--- config.mk ---
export PLATFORM = sky130hd
export DESIGN_NAME = svpwm_sector_duty_core
export DESIGN_NICKNAME = d
export VERILOG_FILES = /design/src/svd_pkg.sv /design/src/svd_div.sv /design/src/svpwm_sector_duty_core.sv
export SDC_FILE = /design/constraint.sdc
export NUM_CORES = 2
export LEC_CHECK = 0
export ABC_AREA = 1
export BUFFER_PORTS_ARGS = -buffer_cell sky130_fd_sc_hd__buf_2
export CORE_MARGIN = 2
export CORE_UTILIZATION = 65
export DETAILED_ROUTE_END_ITERATION = 6
export MAX_ROUTING_LAYER = met4
export PLACE_DENSITY = 0.82
export SLEW_MARGIN = 10
export SYNTH_ARGS = -nofsm -noshare
export SYNTH_HDL_FRONTEND = slang
export SYNTH_SLANG_ARGS = --single-unit
--- constraint.sdc ---
create_clock -name clk_i -period 113.4 [get_ports clk_i]
set_input_delay 22.68 -clock clk_i [delete_from_list [all_inputs] [get_ports clk_i]]
set_output_delay 22.68 -clock clk_i [all_outputs]
set_load 0.03 [all_outputs]
--- src/svd_pkg.sv ---
// Shared constants, types and the sector lookup of the space vector PWM core.
package svd_pkg;

  localparam int VOLT_WIDTH_DEF     = 16;
  localparam int DUTY_FRAC_BITS_DEF = 15;
  localparam int PROJ_SHIFT         = 17;
  localparam int SQRT3_W            = 18;
  localparam logic signed [SQRT3_W-1:0] SQRT3_Q16 = 18'sd113512;

  localparam int SECTOR_W      = 3;
  localparam int DUTY_W        = 16;
  localparam int OUT_TDATA_W   = 56;
  localparam int OUT_TUSER_W   = 1;

  localparam logic [SECTOR_W-1:0] SEC_NONE = 3'd0;
  localparam logic [SECTOR_W-1:0] SEC_1    = 3'd1;
  localparam logic [SECTOR_W-1:0] SEC_2    = 3'd2;
  localparam logic [SECTOR_W-1:0] SEC_3    = 3'd3;
  localparam logic [SECTOR_W-1:0] SEC_4    = 3'd4;
  localparam logic [SECTOR_W-1:0] SEC_5    = 3'd5;
  localparam logic [SECTOR_W-1:0] SEC_6    = 3'd6;

  typedef struct packed {
    logic                vld;
    logic [SECTOR_W-1:0] sector;
    logic                ovm;
    logic                bad;
  } side_t;

  function automatic logic [SECTOR_W-1:0] sector_of(input logic [2:0] code);
    logic [SECTOR_W-1:0] s;
    case (code)
      3'd3:    s = SEC_1;
      3'd1:    s = SEC_2;
      3'd5:    s = SEC_3;
      3'd4:    s = SEC_4;
      3'd6:    s = SEC_5;
      3'd2:    s = SEC_6;
      default: s = SEC_NONE;
    endcase
    return s;
  endfunction

endpackage

--- src/svd_div.sv ---
// Pipelined restoring divider, one quotient bit per stage.
module svd_div #(
  parameter int NUM_W = 34,
  parameter int DEN_W = 35,
  parameter int QUO_W = 16
) (
  input  logic             clk_i,
  input  logic             en_i,
  input  logic [NUM_W-1:0] num_i,
  input  logic [DEN_W-1:0] den_i,
  output logic [QUO_W-1:0] quo_o
);

  logic [DEN_W-1:0] rem_q [QUO_W];
  logic [DEN_W-1:0] den_q [QUO_W];
  logic [QUO_W-1:0] quo_q [QUO_W];

  for (genvar k = 0; k < QUO_W; k++) begin : g_stage
    logic [DEN_W:0]   trial;
    logic [DEN_W-1:0] dv;
    logic [QUO_W-1:0] qin;
    logic             ge;

    if (k == 0) begin : g_first
      assign trial = {1'b0, DEN_W'(num_i)};
      assign dv    = den_i;
      assign qin   = '0;
    end else begin : g_rest
      assign trial = {rem_q[k-1], 1'b0};
      assign dv    = den_q[k-1];
      assign qin   = quo_q[k-1];
    end

    assign ge = trial >= {1'b0, dv};

    always_ff @(posedge clk_i) begin
      if (en_i) begin
        rem_q[k] <= ge ? DEN_W'(trial - {1'b0, dv}) : DEN_W'(trial);
        den_q[k] <= dv;
        quo_q[k] <= {qin[QUO_W-2:0], ge};
      end
    end
  end

  assign quo_o = quo_q[QUO_W-1];

endmodule

--- src/svpwm_sector_duty_core.sv ---
// Seven-segment space vector PWM core: sector detection and phase duties.
//
//  channel  | dir | tdata (low bit up)                          | tuser
//  s_axis   | in  | v_alpha, v_beta, bus_voltage                | -
//  m_axis   | out | sector, duty_a, duty_b, duty_c              | fault
//
//  One transaction per cycle sustained while m_axis accepts; three front stages (scaled
//  axes, projections and sector, overmodulation test), one divider stage per quotient bit,
//  one output stage. Two dividers run side by side; the divider depth dominates the latency.
//  Reset clears all valid bits and the sector and flag side-band; other payload registers are not reset.
//  A stall on m_axis freezes the whole pipeline and drops s_axis_tready_o.
module svpwm_sector_duty_core #(
  parameter int VOLT_WIDTH     = svd_pkg::VOLT_WIDTH_DEF,
  parameter int DUTY_FRAC_BITS = svd_pkg::DUTY_FRAC_BITS_DEF,
  localparam int IN_TDATA_W    = ((3 * VOLT_WIDTH + 7) / 8) * 8
) (
  input  logic                               clk_i,
  input  logic                               rst_ni,
  input  logic                               s_axis_tvalid_i,
  output logic                               s_axis_tready_o,
  // v_alpha, v_beta, bus_voltage
  input  logic [IN_TDATA_W-1:0]              s_axis_tdata_i,
  output logic                               m_axis_tvalid_o,
  input  logic                               m_axis_tready_i,
  // sector, duty_a, duty_b, duty_c
  output logic [svd_pkg::OUT_TDATA_W-1:0]    m_axis_tdata_o,
  // fault
  output logic [svd_pkg::OUT_TUSER_W-1:0]    m_axis_tuser_o
);

  localparam int PW = VOLT_WIDTH + 19;
  localparam int MW = VOLT_WIDTH + 18;
  localparam int SW = VOLT_WIDTH + 19;
  localparam int BW = VOLT_WIDTH + svd_pkg::SQRT3_W;
  localparam int QW = DUTY_FRAC_BITS + 1;
  localparam int XW = QW + 1;
  localparam logic [XW-1:0] ONE_X = XW'(1) << DUTY_FRAC_BITS;
  localparam logic [XW-1:0] HALF_X = ONE_X >> 1;
  localparam int SW_ = svd_pkg::SECTOR_W;
  localparam int DW_ = svd_pkg::DUTY_W;

  function automatic logic [MW-1:0] nonneg(input logic signed [PW-1:0] x);
    return (x > 0) ? MW'(x) : '0;
  endfunction

  logic adv;
  logic m_vld_q;
  assign adv             = !m_vld_q || m_axis_tready_i;
  assign s_axis_tready_o = adv;

  logic signed [VOLT_WIDTH-1:0] a_in, b_in;
  logic        [VOLT_WIDTH-1:0] vbus_in;
  assign a_in    = $signed(s_axis_tdata_i[VOLT_WIDTH-1:0]);
  assign b_in    = $signed(s_axis_tdata_i[2*VOLT_WIDTH-1:VOLT_WIDTH]);
  assign vbus_in = s_axis_tdata_i[3*VOLT_WIDTH-1:2*VOLT_WIDTH];

  // stage A: scaled axes
  logic                  a_vld_q;
  logic signed [PW-1:0]  a3_q, bs_q;
  logic [VOLT_WIDTH-1:0] a_vbus_q;
  logic signed [PW-1:0]  a_ext, a3_d, bs_d;
  logic signed [BW-1:0]  bs_p;
  assign a_ext = PW'(a_in);
  assign a3_d  = ((a_ext <<< 1) + a_ext) <<< 16;
  assign bs_p  = b_in * svd_pkg::SQRT3_Q16;
  assign bs_d  = PW'(bs_p);

  always_ff @(posedge clk_i or negedge rst_ni) begin
    if (!rst_ni) begin
      a_vld_q <= 1'b0;
    end else if (adv) begin
      a_vld_q <= s_axis_tvalid_i;
    end
  end

  always_ff @(posedge clk_i) begin
    if (adv) begin
      a3_q     <= a3_d;
      bs_q     <= bs_d;
      a_vbus_q <= vbus_in;
    end
  end

  // stage B: projections, sector, sector projections
  logic signed [PW-1:0]  p1, p2, p3;
  logic [2:0]            code;
  logic [SW_-1:0]        sec_d;
  logic [MW-1:0]         m1_d, m2_d;
  assign p1    = bs_q <<< 1;
  assign p2    = a3_q - bs_q;
  assign p3    = -(a3_q + bs_q);
  assign code  = {p3 > 0, p2 > 0, p1 > 0};
  assign sec_d = svd_pkg::sector_of(code);

  always_comb begin
    case (sec_d)
      svd_pkg::SEC_1: begin m1_d = nonneg(p2);  m2_d = nonneg(p1);  end
      svd_pkg::SEC_2: begin m1_d = nonneg(-p2); m2_d = nonneg(-p3); end
      svd_pkg::SEC_3: begin m1_d = nonneg(p1);  m2_d = nonneg(p3);  end
      svd_pkg::SEC_4: begin m1_d = nonneg(-p1); m2_d = nonneg(-p2); end
      svd_pkg::SEC_5: begin m1_d = nonneg(p3);  m2_d = nonneg(p2);  end
      svd_pkg::SEC_6: begin m1_d = nonneg(-p3); m2_d = nonneg(-p1); end
      default:        begin m1_d = '0;          m2_d = '0;          end
    endcase
  end

  logic                  b_vld_q;
  logic [SW_-1:0]        b_sec_q;
  logic [MW-1:0]         b_m1_q, b_m2_q;
  logic [VOLT_WIDTH-1:0] b_vbus_q;

  always_ff @(posedge clk_i or negedge rst_ni) begin
    if (!rst_ni) begin
      b_vld_q <= 1'b0;
    end else if (adv) begin
      b_vld_q <= a_vld_q;
    end
  end

  always_ff @(posedge clk_i) begin
    if (adv) begin
      b_sec_q  <= sec_d;
      b_m1_q   <= m1_d;
      b_m2_q   <= m2_d;
      b_vbus_q <= a_vbus_q;
    end
  end

  // stage C: overmodulation test and divisor select
  logic [SW-1:0] den_d, sum_d;
  assign den_d = SW'(b_vbus_q) << svd_pkg::PROJ_SHIFT;
  assign sum_d = SW'(b_m1_q) + SW'(b_m2_q);

  svd_pkg::side_t c_side_q;
  logic [MW-1:0]  c_m1_q, c_m2_q;
  logic [SW-1:0]  c_den1_q, c_den2_q;

  always_ff @(posedge clk_i or negedge rst_ni) begin
    if (!rst_ni) begin
      c_side_q <= '0;
    end else if (adv) begin
      c_side_q.vld    <= b_vld_q;
      c_side_q.sector <= b_sec_q;
      c_side_q.ovm    <= sum_d > den_d;
      c_side_q.bad    <= (b_sec_q == svd_pkg::SEC_NONE) || (b_vbus_q == '0);
    end
  end

  always_ff @(posedge clk_i) begin
    if (adv) begin
      c_m1_q   <= b_m1_q;
      c_m2_q   <= b_m2_q;
      c_den1_q <= (sum_d > den_d) ? sum_d : den_d;
      c_den2_q <= den_d;
    end
  end

  // divider stages
  logic [QW-1:0] q1, q2;

  svd_div #(.NUM_W(MW), .DEN_W(SW), .QUO_W(QW)) u_div1 (
    .clk_i (clk_i),
    .en_i  (adv),
    .num_i (c_m1_q),
    .den_i (c_den1_q),
    .quo_o (q1)
  );

  svd_div #(.NUM_W(MW), .DEN_W(SW), .QUO_W(QW)) u_div2 (
    .clk_i (clk_i),
    .en_i  (adv),
    .num_i (c_m2_q),
    .den_i (c_den2_q),
    .quo_o (q2)
  );

  svd_pkg::side_t side_q [QW];

  for (genvar k = 0; k < QW; k++) begin : g_side
    always_ff @(posedge clk_i or negedge rst_ni) begin
      if (!rst_ni) begin
        side_q[k] <= '0;
      end else if (adv) begin
        side_q[k] <= (k == 0) ? c_side_q : side_q[(k == 0) ? 0 : k-1];
      end
    end
  end

  // output stage: segment times and phase map
  svd_pkg::side_t sd;
  logic [XW-1:0] t1, t2, tsum, t0, ta, tb, tc, da, db, dc;
  logic          flt;
  assign sd   = side_q[QW-1];
  assign t1   = {1'b0, q1};
  assign t2   = sd.ovm ? (ONE_X - t1) : {1'b0, q2};
  assign tsum = t1 + t2;
  assign t0   = (tsum <= ONE_X) ? ((ONE_X - tsum) >> 1) : '0;
  assign ta   = t0 + tsum;
  assign tb   = t0 + t2;
  assign tc   = t0;

  always_comb begin
    if (sd.bad) begin
      da = HALF_X; db = HALF_X; dc = HALF_X;
    end else begin
      case (sd.sector)
        svd_pkg::SEC_1: begin da = ta; db = tb; dc = tc; end
        svd_pkg::SEC_2: begin da = tb; db = ta; dc = tc; end
        svd_pkg::SEC_3: begin da = tc; db = ta; dc = tb; end
        svd_pkg::SEC_4: begin da = tc; db = tb; dc = ta; end
        svd_pkg::SEC_5: begin da = tb; db = tc; dc = ta; end
        default:        begin da = ta; db = tc; dc = tb; end
      endcase
    end
  end

  assign flt = sd.bad || (da > ONE_X) || (db > ONE_X) || (dc > ONE_X);

  logic [SW_-1:0] sec_q;
  logic [DW_-1:0] da_q, db_q, dc_q;
  logic           flt_q;

  always_ff @(posedge clk_i or negedge rst_ni) begin
    if (!rst_ni) begin
      m_vld_q <= 1'b0;
    end else if (adv) begin
      m_vld_q <= sd.vld;
    end
  end

  always_ff @(posedge clk_i) begin
    if (adv) begin
      sec_q <= sd.sector;
      da_q  <= DW_'(da);
      db_q  <= DW_'(db);
      dc_q  <= DW_'(dc);
      flt_q <= flt;
    end
  end

  assign m_axis_tvalid_o = m_vld_q;
  assign m_axis_tdata_o  = {5'd0, dc_q, db_q, da_q, sec_q};
  assign m_axis_tuser_o  = flt_q;

endmodule

* After elaboration in Yosys (flattened, before gate mapping)
Memory sizes are Yosys's and may differ from the RTL's.
Index checks and enable logic that the tools add are counted.
** Word-level totals
- Bits in registers :: 429
- RAM bits :: 2752
- Bits of input ports :: 52
- Output and inout port bits :: 59
- Word-level logic and storage cells :: 266
- Memories kept :: 6
** Memories
- u_div1.den_q :: words 16, width 35, read ports 15, clocked after memory_dff 0, write ports 16, line svd_div.sv:15 : logic [DEN_W-1:0] den_q [QUO_W];
- u_div1.rem_q :: words 16, width 35, read ports 15, clocked after memory_dff 0, write ports 16, line svd_div.sv:14 : logic [DEN_W-1:0] rem_q [QUO_W];
- u_div2.den_q :: words 16, width 35, read ports 15, clocked after memory_dff 0, write ports 16, line svd_div.sv:15
- u_div2.rem_q :: words 16, width 35, read ports 15, clocked after memory_dff 0, write ports 16, line svd_div.sv:14
- u_div1.quo_q :: words 16, width 16, read ports 16, clocked after memory_dff 0, write ports 16, line svd_div.sv:16 : logic [QUO_W-1:0] quo_q [QUO_W];
- u_div2.quo_q :: words 16, width 16, read ports 16, clocked after memory_dff 0, write ports 16, line svd_div.sv:16
** Cells by class
- Add/sub/neg operators :: 45
- Multiply operators :: 1
- Magnitude comparators :: 43
- Eq/ne operators :: 17
- Mux-type cells :: 52
- Reduce and logical (&&, ||, !) cells :: 14
** Operator list (number)
- two-way mux 35 bit :: 32
- greater-or-equal comparator 36 x 35 -> 1 bit :: 30
- subtractor 35 bit :: 30
- one-hot mux 34 bit (6 select lines) :: 2
- greater-than comparator 35 x 1 -> 1 bit, second input constant :: 6
- two-way mux 34 bit :: 6
- negation 35 bit :: 4
- one-hot mux 17 bit (2 select lines) :: 3
- two-way mux 17 bit :: 4
- adder 16 x 17 -> 17 bit :: 3
- greater-than comparator 17 x 16 -> 1 bit, second input constant :: 3
- adder 34 x 34 -> 35 bit :: 1
- adder 35 x 34 -> 35 bit :: 1
- greater-or-equal comparator 34 x 35 -> 1 bit :: 1
- greater-than comparator 35 x 33 -> 1 bit :: 1
- subtractor 34 x 33 -> 35 bit :: 1
- subtractor 34 x 35 -> 35 bit :: 1
- subtractor 35 x 34 -> 35 bit :: 1
- greater-or-equal comparator 34 x 33 -> 1 bit :: 1
- two-way mux 33 bit :: 1
- multiplier 16 x 15 -> 31 bit, second input constant :: 1
- == test 3 bit, second input constant :: 8
- adder 17 x 16 -> 18 bit :: 1
- == test 3 x 2 -> 1 bit, second input constant :: 6
- 12 further kinds :: 24

* Logic depth before layout (Yosys ltp)
An unclocked memory read counts as a cell.
- Depth in word-level cells :: 13
- Mapped depth :: 55
- Mapped depth without buffers :: 55

* By module
Synthesis repeated with hierarchy kept, for this count alone.
** Unflattened totals
- Cells, all modules :: 26825
- Area, all modules :: 202008.7 µm²
** Modules (own cells, without submodules)
- svd_div (u_div1) :: times used 1, cells an instance 11201, area each 83727.8 µm², seq. area each 35614.2 µm²
- svd_div (u_div2) :: times used 1, cells an instance 11192, area each 83267.4 µm², seq. area each 35614.2 µm²
- svpwm_sector_duty_core :: times used 1, cells an instance 4432, area each 35013.6 µm², seq. area each 11876.4 µm²

* Worst setup path before layout
No wires, ideal clock.
- Path type :: in2out
- From :: in m_axis_tready_i
- To :: out s_axis_tready_o
- Arrival :: 81.195 ns
- Required time :: 90.720 ns
- Setup slack :: 9.525 ns
- Stages on the path :: 3
- Path buffers :: 1
- Path through :: nor2_1 inv_2 clkbuf_1
** On the way
- Longest elaborated chain between the ends :: 1
** RTL lines
- from (decl) :: line svpwm_sector_duty_core.sv:24 : input logic m_axis_tready_i,
- logical OR 1 bit :: line svpwm_sector_duty_core.sv:48 : assign adv = !m_vld_q || m_axis_tready_i;
- to (decl) :: line svpwm_sector_duty_core.sv:20 : output logic s_axis_tready_o,
No other way between the ends.

* Worst setup path after layout
Same ends and word-level chain as after synthesis.

==> impl_metrics.csv <==
group,metric,value,unit
synth,synth-xor-area-share,0.0544,
timing,finalHoldViolations,0,
die,io-pin-count,111,
cells_and_area,nets,15300,
min_path,hp-class,"reg -> reg",
timing,post-route-period-util,0.413,
synth,yosys-top-cells-area,"edfxtp_1, ha_1, nand2_1",
synth,ys_warn_count,0,
route,viasPerCell,5.74,
synth,synthDistinctLibCells,80,
global_route,grt_usage,0.299,
clock_tree,post_cts_resized,0,
timing,max_slew_margin,0.203,
synth,synth.area.mux_share,0,
setup_path,worstPathMaxFanout,89,
synth,synth_top_family_by_area,"simple AND/OR/NAND/NOR gates",
synth,synthSimpleGateAreaFrac,0.142,
timing,fmax,0.0213,GHz
route,routedWlPerCell,18.0,um
run_status,run_status,"complete, but fails checks",
clock_tree,root_buffer,"clkbuf_16",
placement,dp_hpwl,232000,um
route,drc,1,
timing,finalSetupTns,0,ns
placement,dp.cells,16500,
clock_tree,clock_latency,0.90,ns
timing,tightest_slew,1.18,ns
clock_tree,htreeDepth,4,
synth,syn_inst,13900,
synth,syn_area_per_cell,9.63,um^2
timing,slew_violations,0,
job,drv_cap,0,
global_route,grt_pass1_vias,94600,
placement,gp_congestion,1.03,
die,start_util,0.653,
synth,netlist.top_cell.by_area,"edfxtp_1",
cells_and_area,multi_input_area,0.0581,mm^2
placement,portBuffers,105,
clock_tree,cts_buffer_depth,3,
setup_path,worstSetupEndpointType,"primary output",
synth,ys_ff_latch,2260,
global_route,overflow,0,
clock_tree,hold_buffers,0,
route,firstDrtPassIters,7,
route,route.vias.total,97200,
route,wirelength,305000,um
setup_path,worstPathArrival,24.16,ns
synth,synthArstFlopShare,0.0465,
cells_and_area,utilization,0.708,
cells_and_area,drive_gt1_frac,0.0456,
synth,synth_area,0.134,mm^2
setup_path,cp-start-kind,"input pin",
route,ant_nets,0,
global_route,grt_start_max_net_pins,177,
synth,synth_compound_gate_area_share,0.115,
clock_tree,clock_sinks,2260,
setup_path,rrSetupSlack,105.03,ns
die,core,0.205,mm^2
cells_and_area,final_common_cell,"nand2_1",
global_route,grt_pass1_wl,487000,um
cells_and_area,fillers,14900,
timing,rsz0062_at_grt,"no",
die,die_w,457,um
setup_path,worstPathRequired,90.72,ns
synth,synth-edff-count,2155,
die,dieHeight,457,um
cells_and_area,syn_to_final_growth,8.42,%
timing,skew,0.0801,ns
clock_tree,cts_buffers,227,
cells_and_area,fin_cells,16900,
synth,synth_flop_cell,"edfxtp_1",
clock_tree,clk_pin_slew,0.07,ns
synth,synth_top_area_frac,0.484,
route,detail_route.iter0.violations,8407,
cells_and_area,layout_common_cells,"nand2_1, edfxtp_1, inv_1, a21oi_1, nor2_1",
global_route,antenna_found_initial,5,
synth,synth_fa_ha_area_frac,0.122,
clock_tree,postCtsSetupBuffers,0,
timing,fin_crit,46.84,ns
die,rows,166,
die,dieArea,0.209,mm^2
run_status,violations,"design-rule violations",
cells_and_area,seqCellArea,0.0673,mm^2
setup_path,path_class,"in -> out",
timing,whs,0.374,ns
synth,ys_seq_area_frac,0.504,
timing,setup_viol,0,
clock_tree,cts_tree,"built",
[cell type report]
class | count | share of cell area
timing repair buffer | 183 | 0.00786
multi-input combinational | 9427 | 0.401
inverter | 1952 | 0.0506
antenna | 7 | 0.000121
clock buffer | 290 | 0.0418
tap | 2688 | 0.0232
clock inverter | 134 | 0.0106
sequential | 2260 | 0.465
[cells in the mapped netlist, types with 12 or more instances]
library cell and count:
a211oi_1 16, a21boi_0 61, a21o_1 67, a21oi_1 1395
a31oi_1 62, and2_1 14, buf_2 31, clkbuf_1 181
dfrtp_1 105, edfxtp_1 2155, fa_1 155, ha_1 1059
inv_1 1924, inv_2 16, nand2_1 2534, nand3_1 311
nand3b_1 31, nand4_1 205, nor2_1 1247, nor2_2 19
nor2_4 12, nor3_1 103, nor4_1 54, o211ai_1 48
o21a_1 55, o21ai_0 851, o21ai_1 56, o21bai_1 35
o221ai_1 24, o31ai_1 37, or2_2 20, xnor2_1 433
xor2_1 383
[critical path, cell delays in order]
cell	delay [ns]
buf_2	0.11
nor2_4	0.08
buf_4	0.45
inv_8	0.31
buf_2	0.35
[layer usage]
metal	global-route usage	wire length, um
met2	0.509	151000
met3	0.0375	17300
met1	0.349	119000
met5	-	0
met4	0.155	17800
[state kept, by name, indices dropped and copies added (netlist names), 6 cells and up]
register and count:
a3_q 18, a_vbus_q 16, b_m1_q 31, b_m2_q 31, b_vbus_q 16, bs_q 31
c_den1_q 32, c_den2_q 16, c_m1_q 31, c_m2_q 31, c_side_q 6, da_q 16
db_q 16, dc_q 16, sd 6, side_q 90, u_div1.den_q 480, u_div1.quo_q 136
u_div1.rem_q 480, u_div2.den_q 240, u_div2.quo_q 136, u_div2.rem_q 375
[per-stage QoR]
stage | instance area [um^2] | setup slack (ns)
2_1_floorplan | 134000 | 9.52
3_3_place_gp | 137000 | 66.69
3_5_place_dp | 137000 | 66.68
4_1_cts | 145000 | 66.68
5_1_grt | 145000 | 66.50
6_report | 145000 | 66.56
[kinds of logic after synthesis]
group / after synthesis
simple gates: 4591
buf+inv: 2196
other cells: 1
fa+ha+maj: 1214
compound gates: 2793
xor+xnor: 823
flops: 2260
[path summary, 6_finish.rpt]
path | start | cells past startpoint | endpoint
worst max-delay path | m_axis_tready_i | 5 | s_axis_tready_o
worst min-delay path | a_vbus_q[2]$_DFFE_PP_ | 0 | b_vbus_q[2]$_DFFE_PP_
worst max register to register | sd[1]$_DFFE_PN0P_ | 41 | m_axis_tuser_o$_DFFE_PP_
worst min register to register | a_vbus_q[2]$_DFFE_PP_ | 0 | b_vbus_q[2]$_DFFE_PP_
max in group asynchronous | rst_ni | 2 | side_q[74]$_DFFE_PN0P_
min in group asynchronous | rst_ni | 1 | side_q[44]$_DFFE_PN0P_
Power is left out: the tool's default activity adds up to more than one toggle a clock period on the data nets, which glitch-free logic cannot reach.
